`src/hdl/twrtc_pkg.sv`:
```
package twrtc_pkg;

  localparam int unsigned BURST_BYTES = 7;

  localparam logic [1:0] CMD_NONE   = 2'd0;
  localparam logic [1:0] CMD_WRITE  = 2'd1;
  localparam logic [1:0] CMD_SINGLE = 2'd2;
  localparam logic [1:0] CMD_BURST  = 2'd3;

  localparam logic [7:0] BURST_CMD_BYTE = 8'hBF;
  localparam logic [7:0] SEC_MASK       = 8'h7F;
  localparam logic [7:0] HOUR_MASK      = 8'h3F;
  localparam logic [6:0] MAX_DECIMAL    = 7'd99;

  typedef struct packed {
    logic [1:0] cmd;
    logic [7:0] reg_addr;
    logic [6:0] write_value;
    logic       dat_in;
  } req_t;

  typedef struct packed {
    logic       chip_enable;
    logic       serial_clock;
    logic       dat_out;
    logic       dat_drive;
    logic       busy_res;
    logic       value_valid;
    logic [7:0] value;
    logic [2:0] value_index;
    logic       value_last;
  } res_t;

  // saturate to 99, then split into tens and units (x*205 >> 11 == x/10 here)
  function automatic logic [7:0] to_bcd(input logic [6:0] v);
    logic [6:0]  s;
    logic [17:0] p;
    logic [3:0]  q;
    logic [6:0]  r;
    s = (v > MAX_DECIMAL) ? MAX_DECIMAL : v;
    p = {11'b0, s} * 18'd205;
    q = p[14:11];
    r = s - ({3'b0, q} * 7'd10);
    return {q, r[3:0]};
  endfunction

  function automatic logic [7:0] from_bcd(input logic [7:0] b);
    logic [7:0] hi;
    hi = {4'b0, b[7:4]};
    return (hi << 3) + (hi << 1) + {4'b0, b[3:0]};
  endfunction

endpackage

```
`src/hdl/twrtc_in_if.sv`:
```
interface twrtc_in_if;
  logic       valid;
  logic       ready;
  logic [1:0] cmd;
  logic [7:0] reg_addr;
  logic [6:0] write_value;
  logic       dat_in;

  modport source (output valid, cmd, reg_addr, write_value, dat_in, input ready);
  modport sink   (input valid, cmd, reg_addr, write_value, dat_in, output ready);
endinterface

```
`src/hdl/twrtc_out_if.sv`:
```
interface twrtc_out_if;
  logic       valid;
  logic       ready;
  logic       chip_enable;
  logic       serial_clock;
  logic       dat_out;
  logic       dat_drive;
  logic       busy_res;
  logic       value_valid;
  logic [7:0] value;
  logic [2:0] value_index;
  logic       value_last;

  modport source (output valid, chip_enable, serial_clock, dat_out, dat_drive, busy_res,
                  value_valid, value, value_index, value_last, input ready);
  modport sink   (input valid, chip_enable, serial_clock, dat_out, dat_drive, busy_res,
                  value_valid, value, value_index, value_last, output ready);
endinterface

```
`src/hdl/twrtc_seq.sv`:
```
module twrtc_seq (
  input  logic              clk,
  input  logic              rst_n,
  input  logic              step,
  input  twrtc_pkg::req_t   req,
  input  logic [7:0]        half_period,
  output twrtc_pkg::res_t   res
);

  localparam logic [2:0] PH_IDLE  = 3'd0;
  localparam logic [2:0] PH_TX_LO = 3'd1;
  localparam logic [2:0] PH_TX_HI = 3'd2;
  localparam logic [2:0] PH_RX_LO = 3'd3;
  localparam logic [2:0] PH_RX_HI = 3'd4;
  localparam logic [2:0] PH_END   = 3'd5;

  localparam logic [3:0] BURST_N = 4'(twrtc_pkg::BURST_BYTES);

  logic [2:0] phase_r, phase_nxt;
  logic [1:0] op_r, op_nxt;
  logic [2:0] bit_cnt_r, bit_cnt_nxt;
  logic [2:0] byte_cnt_r, byte_cnt_nxt;
  logic [7:0] shift_r, shift_nxt;
  logic [7:0] pend_r, pend_nxt;
  logic [7:0] div_r, div_nxt;
  logic       ce_r, ce_nxt;
  logic       sclk_r, sclk_nxt;
  logic       drv_r, drv_nxt;

  logic [7:0] hp;
  logic       half_done;
  logic [7:0] rx_byte;
  logic [3:0] nbytes;
  logic       rx_last;
  logic       vld;
  logic [7:0] val;
  logic [2:0] idx;

  assign hp        = (half_period == 8'd0) ? 8'd1 : half_period;
  assign half_done = ({1'b0, div_r} + 9'd1) >= {1'b0, hp};
  assign nbytes    = (op_r == twrtc_pkg::CMD_BURST) ? BURST_N : 4'd1;
  assign rx_last   = ({1'b0, byte_cnt_r} + 4'd1) >= nbytes;

  always_comb begin
    rx_byte = shift_r | ({7'b0, req.dat_in} << bit_cnt_r);
    if (op_r == twrtc_pkg::CMD_BURST && byte_cnt_r == 3'd0) begin
      rx_byte = rx_byte & twrtc_pkg::SEC_MASK;
    end
    if (op_r == twrtc_pkg::CMD_BURST && byte_cnt_r == 3'd2) begin
      rx_byte = rx_byte & twrtc_pkg::HOUR_MASK;
    end
  end

  always_comb begin
    phase_nxt    = phase_r;
    op_nxt       = op_r;
    bit_cnt_nxt  = bit_cnt_r;
    byte_cnt_nxt = byte_cnt_r;
    shift_nxt    = shift_r;
    pend_nxt     = pend_r;
    div_nxt      = div_r;
    ce_nxt       = ce_r;
    sclk_nxt     = sclk_r;
    drv_nxt      = drv_r;
    vld          = 1'b0;
    val          = 8'd0;
    idx          = 3'd0;

    if (phase_r == PH_IDLE || phase_r > PH_END) begin
      phase_nxt = PH_IDLE;
      ce_nxt    = 1'b0;
      sclk_nxt  = 1'b0;
      drv_nxt   = 1'b0;
      if (req.cmd != twrtc_pkg::CMD_NONE) begin
        op_nxt = req.cmd;
        unique case (req.cmd)
          twrtc_pkg::CMD_WRITE:  shift_nxt = req.reg_addr;
          twrtc_pkg::CMD_SINGLE: shift_nxt = req.reg_addr + 8'd1;
          default:               shift_nxt = twrtc_pkg::BURST_CMD_BYTE;
        endcase
        pend_nxt     = twrtc_pkg::to_bcd(req.write_value);
        bit_cnt_nxt  = 3'd0;
        byte_cnt_nxt = 3'd0;
        div_nxt      = 8'd0;
        phase_nxt    = PH_TX_LO;
        ce_nxt       = 1'b1;
        drv_nxt      = 1'b1;
      end
    end else if (!half_done) begin
      div_nxt = div_r + 8'd1;
    end else begin
      div_nxt = 8'd0;
      unique case (phase_r)
        PH_TX_LO: begin
          phase_nxt = PH_TX_HI;
          sclk_nxt  = 1'b1;
        end
        PH_TX_HI: begin
          sclk_nxt = 1'b0;
          if (bit_cnt_r != 3'd7) begin
            bit_cnt_nxt = bit_cnt_r + 3'd1;
            shift_nxt   = shift_r >> 1;
            phase_nxt   = PH_TX_LO;
          end else if (op_r == twrtc_pkg::CMD_WRITE && byte_cnt_r == 3'd0) begin
            bit_cnt_nxt  = 3'd0;
            byte_cnt_nxt = 3'd1;
            shift_nxt    = pend_r;
            phase_nxt    = PH_TX_LO;
          end else if (op_r == twrtc_pkg::CMD_WRITE) begin
            drv_nxt   = 1'b0;
            phase_nxt = PH_END;
          end else begin
            bit_cnt_nxt  = 3'd0;
            byte_cnt_nxt = 3'd0;
            shift_nxt    = 8'd0;
            drv_nxt      = 1'b0;
            phase_nxt    = PH_RX_LO;
          end
        end
        PH_RX_LO: begin
          shift_nxt = rx_byte;
          if (bit_cnt_r == 3'd7) begin
            vld = 1'b1;
            val = twrtc_pkg::from_bcd(rx_byte);
            idx = byte_cnt_r;
            if (rx_last) begin
              phase_nxt = PH_END;
            end else begin
              sclk_nxt     = 1'b1;
              phase_nxt    = PH_RX_HI;
              byte_cnt_nxt = byte_cnt_r + 3'd1;
              bit_cnt_nxt  = 3'd0;
              shift_nxt    = 8'd0;
            end
          end else begin
            bit_cnt_nxt = bit_cnt_r + 3'd1;
            sclk_nxt    = 1'b1;
            phase_nxt   = PH_RX_HI;
          end
        end
        PH_RX_HI: begin
          sclk_nxt  = 1'b0;
          phase_nxt = PH_RX_LO;
        end
        default: begin
          ce_nxt    = 1'b0;
          sclk_nxt  = 1'b0;
          drv_nxt   = 1'b0;
          phase_nxt = PH_IDLE;
        end
      endcase
    end
  end

  always_comb begin
    res.chip_enable  = ce_nxt;
    res.serial_clock = sclk_nxt;
    res.dat_out      = drv_nxt & shift_nxt[0];
    res.dat_drive    = drv_nxt;
    res.busy_res     = (phase_nxt != PH_IDLE);
    res.value_valid  = vld;
    res.value        = val;
    res.value_index  = idx;
    res.value_last   = vld & rx_last;
  end

  always_ff @(posedge clk) begin
    if (!rst_n) begin
      phase_r    <= PH_IDLE;
      op_r       <= 2'd0;
      bit_cnt_r  <= 3'd0;
      byte_cnt_r <= 3'd0;
      shift_r    <= 8'd0;
      pend_r     <= 8'd0;
      div_r      <= 8'd0;
      ce_r       <= 1'b0;
      sclk_r     <= 1'b0;
      drv_r      <= 1'b0;
    end else if (step) begin
      phase_r    <= phase_nxt;
      op_r       <= op_nxt;
      bit_cnt_r  <= bit_cnt_nxt;
      byte_cnt_r <= byte_cnt_nxt;
      shift_r    <= shift_nxt;
      pend_r     <= pend_nxt;
      div_r      <= div_nxt;
      ce_r       <= ce_nxt;
      sclk_r     <= sclk_nxt;
      drv_r      <= drv_nxt;
    end
  end

  a_idle_pins_low: assert property (@(posedge clk) disable iff (!rst_n)
    (phase_r == PH_IDLE) |-> (!ce_r && !sclk_r && !drv_r))
    else $error("pins active while idle");

  a_drive_needs_ce: assert property (@(posedge clk) disable iff (!rst_n)
    drv_r |-> ce_r)
    else $error("data driven without chip enable");

  a_byte_cnt_range: assert property (@(posedge clk) disable iff (!rst_n)
    byte_cnt_r < 3'(twrtc_pkg::BURST_BYTES))
    else $error("byte count out of range");

  a_rx_released: assert property (@(posedge clk) disable iff (!rst_n)
    (phase_r == PH_RX_LO || phase_r == PH_RX_HI) |-> !drv_r)
    else $error("data pin driven during receive");

endmodule

```
`src/hdl/three_wire_rtc_serial_master.sv`:
```
// Three-wire RTC serial master. Each request is one clock tick of the link
// sequencer: it carries the command (none, write, single read, burst read),
// the command byte, the decimal write value and the sampled data pin level,
// and yields exactly one result with the pin levels after that tick plus any
// completed read byte in decimal. One request is taken every clock cycle; its
// result appears in the output register on the next cycle. While a result
// waits for out_ch.ready the input stalls, so sustained rate is one request
// per cycle with the consumer ready. cfg_wdata sets ticks per half period of
// the serial clock (0 counts as 1); write it only while no transfer runs.
module three_wire_rtc_serial_master (
  input  logic              clk,
  input  logic              rst_n,
  twrtc_in_if.sink          in_ch,
  twrtc_out_if.source       out_ch,
  input  logic              cfg_we,
  input  logic [7:0]        cfg_wdata
);

  logic [7:0]      half_period_r;
  logic            out_valid_r;
  twrtc_pkg::res_t out_r;
  twrtc_pkg::req_t req;
  twrtc_pkg::res_t res;
  logic            accept;

  assign in_ch.ready = !out_valid_r || out_ch.ready;
  assign accept      = in_ch.valid && in_ch.ready;

  assign req.cmd         = in_ch.cmd;
  assign req.reg_addr    = in_ch.reg_addr;
  assign req.write_value = in_ch.write_value;
  assign req.dat_in      = in_ch.dat_in;

  twrtc_seq u_seq (
    .clk         (clk),
    .rst_n       (rst_n),
    .step        (accept),
    .req         (req),
    .half_period (half_period_r),
    .res         (res)
  );

  always_ff @(posedge clk) begin
    if (!rst_n) begin
      half_period_r <= 8'd1;
    end else if (cfg_we) begin
      half_period_r <= cfg_wdata;
    end
  end

  always_ff @(posedge clk) begin
    if (!rst_n) begin
      out_valid_r <= 1'b0;
    end else if (accept) begin
      out_valid_r <= 1'b1;
    end else if (out_ch.ready) begin
      out_valid_r <= 1'b0;
    end
  end

  always_ff @(posedge clk) begin
    if (accept) begin
      out_r <= res;
    end
  end

  assign out_ch.valid        = out_valid_r;
  assign out_ch.chip_enable  = out_r.chip_enable;
  assign out_ch.serial_clock = out_r.serial_clock;
  assign out_ch.dat_out      = out_r.dat_out;
  assign out_ch.dat_drive    = out_r.dat_drive;
  assign out_ch.busy_res     = out_r.busy_res;
  assign out_ch.value_valid  = out_r.value_valid;
  assign out_ch.value        = out_r.value;
  assign out_ch.value_index  = out_r.value_index;
  assign out_ch.value_last   = out_r.value_last;

  a_accept_fills: assert property (@(posedge clk) disable iff (!rst_n)
    accept |=> out_valid_r)
    else $error("accepted request produced no result");

  a_value_in_transfer: assert property (@(posedge clk) disable iff (!rst_n)
    (out_valid_r && out_r.value_valid) |-> (out_r.chip_enable && !out_r.dat_drive))
    else $error("read byte outside receive");

  a_idle_quiet: assert property (@(posedge clk) disable iff (!rst_n)
    (out_valid_r && !out_r.busy_res) |-> (!out_r.chip_enable && !out_r.serial_clock))
    else $error("pins active while not busy");

endmodule
```
`src/flat_wrapper.sv`:
```
// flat-port wrapper written by rule: the top's interface ports become plain ports
module three_wire_rtc_serial_master_flat 
  (clk, rst_n, cfg_we, cfg_wdata, in_ch_valid, in_ch_cmd, in_ch_reg_addr, in_ch_write_value, in_ch_dat_in, in_ch_ready, out_ch_valid, out_ch_chip_enable, out_ch_serial_clock, out_ch_dat_out, out_ch_dat_drive, out_ch_busy_res, out_ch_value_valid, out_ch_value, out_ch_value_index, out_ch_value_last, out_ch_ready);
  twrtc_in_if in_ch_i ();
  twrtc_out_if out_ch_i ();
  input  logic clk;
  input  logic rst_n;
  input  logic cfg_we;
  input  logic [7:0] cfg_wdata;
  input wire logic [$bits(in_ch_i.valid)-1:0] in_ch_valid;
  input wire logic [$bits(in_ch_i.cmd)-1:0] in_ch_cmd;
  input wire logic [$bits(in_ch_i.reg_addr)-1:0] in_ch_reg_addr;
  input wire logic [$bits(in_ch_i.write_value)-1:0] in_ch_write_value;
  input wire logic [$bits(in_ch_i.dat_in)-1:0] in_ch_dat_in;
  output wire logic [$bits(in_ch_i.ready)-1:0] in_ch_ready;
  output wire logic [$bits(out_ch_i.valid)-1:0] out_ch_valid;
  output wire logic [$bits(out_ch_i.chip_enable)-1:0] out_ch_chip_enable;
  output wire logic [$bits(out_ch_i.serial_clock)-1:0] out_ch_serial_clock;
  output wire logic [$bits(out_ch_i.dat_out)-1:0] out_ch_dat_out;
  output wire logic [$bits(out_ch_i.dat_drive)-1:0] out_ch_dat_drive;
  output wire logic [$bits(out_ch_i.busy_res)-1:0] out_ch_busy_res;
  output wire logic [$bits(out_ch_i.value_valid)-1:0] out_ch_value_valid;
  output wire logic [$bits(out_ch_i.value)-1:0] out_ch_value;
  output wire logic [$bits(out_ch_i.value_index)-1:0] out_ch_value_index;
  output wire logic [$bits(out_ch_i.value_last)-1:0] out_ch_value_last;
  input wire logic [$bits(out_ch_i.ready)-1:0] out_ch_ready;
  assign in_ch_i.valid = in_ch_valid;
  assign in_ch_i.cmd = in_ch_cmd;
  assign in_ch_i.reg_addr = in_ch_reg_addr;
  assign in_ch_i.write_value = in_ch_write_value;
  assign in_ch_i.dat_in = in_ch_dat_in;
  assign in_ch_ready = in_ch_i.ready;
  assign out_ch_valid = out_ch_i.valid;
  assign out_ch_chip_enable = out_ch_i.chip_enable;
  assign out_ch_serial_clock = out_ch_i.serial_clock;
  assign out_ch_dat_out = out_ch_i.dat_out;
  assign out_ch_dat_drive = out_ch_i.dat_drive;
  assign out_ch_busy_res = out_ch_i.busy_res;
  assign out_ch_value_valid = out_ch_i.value_valid;
  assign out_ch_value = out_ch_i.value;
  assign out_ch_value_index = out_ch_i.value_index;
  assign out_ch_value_last = out_ch_i.value_last;
  assign out_ch_i.ready = out_ch_ready;
  three_wire_rtc_serial_master u_core (.clk(clk), .rst_n(rst_n), .in_ch(in_ch_i), .out_ch(out_ch_i), .cfg_we(cfg_we), .cfg_wdata(cfg_wdata));
endmodule
```
`config.mk`:
```
export PLATFORM = sky130hd
export DESIGN_NAME = three_wire_rtc_serial_master_flat
export DESIGN_NICKNAME = d
export VERILOG_FILES = /design/src/hdl/twrtc_pkg.sv /design/src/hdl/twrtc_in_if.sv /design/src/hdl/twrtc_out_if.sv /design/src/hdl/twrtc_seq.sv /design/src/hdl/three_wire_rtc_serial_master.sv /design/src/flat_wrapper.sv
export SDC_FILE = /design/constraint.sdc
export NUM_CORES = 1
export LEC_CHECK = 0
export BUFFER_PORTS_ARGS = -buffer_cell sky130_fd_sc_hd__buf_4
export CAP_MARGIN = 20
export CORE_MARGIN = 2
export CORE_UTILIZATION = 50
export CTS_BUF_LIST = sky130_fd_sc_hd__clkbuf_4
export DETAILED_ROUTE_END_ITERATION = 6
export PLACE_DENSITY = 0.68
export SYNTH_ARGS = -nofsm -noshare
export SYNTH_HDL_FRONTEND = slang
export SYNTH_SLANG_ARGS = --single-unit
```
`constraint.sdc`:
```
create_clock -name clk -period 6.02 [get_ports clk]
set_input_delay 0.301 -clock clk [delete_from_list [all_inputs] [get_ports clk]]
set_output_delay 0.301 -clock clk [all_outputs]
set_load 0.05 [all_outputs]
```
==> results by stage <==
Outcome:
- The run finished with clean final reports.

Power and ir drop:
- The power per standard cell area is 226 nW/um^2.
- The worst IR drop on VDD is 0.0954 mV.
- The leakage power is 2.62 nW.

STA:
- The setup total negative slack is 0 ns.
- The final number of hold-violating endpoints is 0.
- For this run, the top clock speed supported by timing is between 200 and 250 MHz.
- The final number of setup-violating endpoints is 0.
- Across the routed clock network, the largest skew measured is 0.0192 ns.
- Across all hold checks on the routed design, the worst slack comes to 0.0838 ns.
- After layout, the worst path uses between 80% and 90% of the clock period.
- Setup repair after global routing left no endpoint under its margin.
- The worst pin sits at a relative slew slack of 44.6%.
- The number of max-slew violations in the final report came to 0.
- The slew at the pin closest to its max-slew limit is between 0.8 and 0.9 ns.
- The minimum period implied by the final worst setup slack is between 4 and 5 ns.

Critical path:
- The worst setup path category is input pin to flop.
- In this run the critical register-to-register path is launched from u_core.u_seq.div_r[2].
- The worst register-to-register path has a depth of 11.
- The delay contributed by the slowest stage of the critical path is 0.54 ns.
- The type of origin of the critical path is an input pin.
- The buffers plus inverters on the worst setup path is 3.
- The endpoint of the most critical register-to-register path is u_core.u_seq.div_r[2].
- Traced cell by cell, the critical path runs through buf_4 -> nand2_1 -> nor2_1 -> or2_2 -> ha_1 -> inv_1 -> fa_1 -> inv_1 -> fa_1 -> ha_1 -> ha_1 -> nand2_1 -> nor4_1 -> a21oi_1 -> xor2_1 -> fa_1 -> xor2_1 -> nor3_1 -> or3_1 -> a31oi_1.
- For flop-to-flop paths, the worst setup slack is 2.49 ns.
- The endpoint required time on the critical path is around 6.4 ns.
- Among cell families on the critical path, the largest total delay comes from adder cells.
- The maximum fanout encountered on the critical timing path is 7.
- The critical path starts at in_ch_write_value[5].
- The endpoint type of the worst setup path is a flop.
- The number of gates on the worst path with buffers counted is 20.
- On the critical path, the stage with the largest delay is an instance of nor4_1.
- The arrival time at the worst endpoint is a little over 5 ns.

Clocking:
- The worst-case clock buffer depth is 2.
- The TritonCTS clock tree is done.
- Clock-pin slew was measured on the worst setup and hold paths at 0.13 ns.
- The number of setup buffers added after CTS is 0.
- In this run, CTS created clock tree buffers numbering 9.
- For this design, the sink count on the clock tree is between 60 and 70.
- The cell sitting at the root of the clock tree is a clkbuf_4.
- The later-pin clock latency in the skew report is 0.42 ns.
- The cts-stage hold buffer count is 0.
- The number of H-tree levels is 3.
- Once the clock tree was built, the resizer swapped 0 gates to a different size.

Logic synthesis:
- The post-synth design cell area is 5260 sq um.
- The dominant register cell in the synthesized netlist is dfxtp_1.
- After synthesis, the largest family of logic cells by area is compound AO/OA/AOI/OAI gates.
- The synthesized netlist net count is 722.
- The share of the synthesized netlist area taken by xor and xnor gates is 2.66%.
- The post-synthesis mux area share is 2.85%.
- The number of flops mapped to enable cells by yosys is 18.
- Sequential cells were found to cover 28.2% of the synthesized design area.
- Of all flip-flops after synthesis, the portion carrying an async set or reset was 0%.
- The post-synthesis cell type count is 70.
- The synthesized design contains 65 register bits.
- The complex-gate fraction of the synthesized area is ~24%.
- Of the total synthesized cell area, the portion taken by AND, OR, NAND and NOR gates is between 10% and 20%.
- The cell count after synthesis came out at 621.
- During synthesis, Yosys emitted a total of 0 warnings.
- The synthesized area per cell is 8.47 sq um.
- The top-area cell type share of the netlist area is between 15 and 20%.
- Of the total synthesized cell area, the portion taken by full adders, half adders and majority gates is between 15 and 20%.
- In the post-synthesis netlist, the biggest area contributors are dfxtp_1, ha_1, edfxtp_1, inv_1, a21oi_1.
- The library cell occupying the most area in the post-synthesis netlist is dfxtp_1.

Drt:
- After detailed routing, the average wire length per cell comes to 16.3 um.
- The detailed-route wire length on metal 1 is 5.81 mm.
- The detail route stage leaves a number of antenna-violating nets equal to 0.
- Dividing the detail-routed via count by the number of cells gives 5.98.
- After detailed routing, the total wire length is ~13 mm.
- The routed layout has ~4,800 vias.
- The detailed-router iteration count before antenna repair is 5.
- The amount of wire on met3 after detailed routing is 613 um.
- The DRC violation count after routing is 0.
- For this block, the initial DRC count from the detailed router was 239.
- The highest metal layer used by the detailed router is met4.
- In the detailed route, the total length drawn on met2 is 6.35 mm.

Global route:
- The number of global-route vias before repair is approximately 4,600.
- The number of antenna violations at the first check in global routing was 0.
- The total overflow left after global routing is 0.
- The first global-routing pass estimated 21.5 mm of wire.
- For this run, the total global-route usage over all layers was measured as 23.5%.
- Entering global routing, the biggest net connects 33 pins.

Die:
- For this configuration, the core starts out at a cell density of 51.2%.
- The core outline area is 10,300 sq um.
- The number of cell rows is 37.
- From bottom edge to top edge, the die measures 107 um.
- For this design the top-level I/O count stands at 51.
- The die covers between 10,000 and 15,000 sq um.
- In this run the horizontal extent of the chip is 107 um.

Cells and area:
- The most common cell after layout, fill and taps aside is inv_1.
- The final antenna diode count is 0.
- The library cells used most frequently in the layout, excluding fill and tap cells, are inv_1, ha_1, buf_4.
- The post-route netlist has 13.0% of its cells at a drive strength greater than 1.
- In the final design database the tool counted roughly 760 nets.
- The area growth from synthesis to layout is 11.4%.

Hold path:
- The tightest min-delay check is of the input pin to flop type.
- The worst min-delay path startpoint is cfg_wdata[0].
- The worst hold path terminates at u_core.half_period_r[0].
- The worst hold path cell count is 3.

Placed design:
- The detailed placement HPWL is approximately 10 mm.
- The count of buffers inserted at the top-level ports is 50.
- The congestion estimate from routability-driven global placement came to 0.905.

Job:
- Max-cap violations in this run came to 0.
[state kept, by name, indices dropped and copies added (netlist names), 2 cells and up]
name	cells
u_core.u_seq.shift_r	8
u_core.u_seq.op_r	2
u_core.u_seq.phase_r	3
u_core.u_seq.pend_r	8
u_core.out_ch.value_index	3
u_core.out_ch.value	8
u_core.u_seq.div_r	8
u_core.half_period_r	8
u_core.u_seq.byte_cnt_r	3
u_core.u_seq.bit_cnt_r	3
[synth_stat cells, drive strengths merged, types with 7 or more instances]
master / count
a211oi: 18
clkbuf: 19
xnor2: 8
buf: 9
and2: 10
edfxtp: 18
nor3: 9
nor2b: 12
fa: 11
nand2: 48
nand3: 20
o211ai: 8
mux2i: 15
o22ai: 7
dfxtp: 47
nand2b: 8
o21a: 7
a21oi: 47
ha: 59
xor2: 8
a31oi: 23
o21ai: 23
nor2: 39
a21o: 8
inv: 64
[per-layer routing]
| layer | track usage (%) | vias to the layer above |
|---|---|---|
| met5 | 0 | - |
| met1 | 29.8 | 2260 |
| met4 | 7.14 | 0 |
| li1 | - | 2353 |
| met2 | 40.9 | 143 |
| met3 | 3.80 | 24 |
[where the power goes]
group          switching [W]  total [W]  leakage, nW  internal (W)
combinational       0.000309   0.000510         1.97      0.000201
clock               0.000176   0.000309       0.0809      0.000133
sequential         0.0000244   0.000503        0.563      0.000479
total               0.000510    0.00132         2.62      0.000813
[worst max-delay path by stage]
| stage | end | slack (ns) |
|---|---|---|
| floorplan | u_core.u_seq.pend_r[3] | 1.32 |
| global placement | u_core.u_seq.pend_r[3] | 0.94 |
| detailed placement | u_core.u_seq.pend_r[3] | 0.80 |
| CTS | u_core.u_seq.pend_r[3] | 1.22 |
| global route | u_core.u_seq.pend_r[3] | 0.93 |
| finish | u_core.u_seq.pend_r[3] | 1.19 |
[worst register-to-register path, cell delays in order (launching register included)]
cell and delay, ns:
dfxtp_1 0.45, and3_1 0.23, nand3_1 0.20, nor2_1 0.18
xor2_1 0.21, ha_1 0.27, nand2_1 0.10, a2bb2oi_1 0.36
nand2_2 0.15, a21o_1 0.48, nor3_1 0.62, a22o_1 0.23
[kinds of logic (layout without fill, tap and decap cells)]
family	count (synthesis)	in the layout
multiplexers	15	15
adder cells (fa/ha/maj)	70	70
XOR/XNOR	16	16
buffers and inverters	92	134
flip-flops	65	65
AO/OA/AOI/OAI	188	188
AND/OR/NAND/NOR	175	175
[layout make-up]
cell class	count	area, sq um
clock buffers	10	75.1
clock inverters	6	67.6
fillers	956	4420
inverters	64	240
multi-input cells	464	3410
flip-flops and latches	65	1480
well taps	136	170
repair buffers	54	413
[metrics by stage]
stage / worst slack, ns / std cells / area [sq um] / total power (W) / utilization [%]
6_report: 1.19 / 799 / 5860 / 0.00132 / 57.0
5_1_grt: 0.925 / 799 / 5860 / 0.00141 / 57.0
4_1_cts: 1.22 / 798 / 5840 / 0.00132 / 56.9
3_5_place_dp: 0.801 / 782 / 5700 / 0.00102 / 55.5
3_3_place_gp: 0.935 / 782 / 5700 / 0.00100 / 55.5
2_1_floorplan: 1.32 / 621 / 5260 / 0.000883 / -
Note: power is estimated with default switching activity, not from simulation.
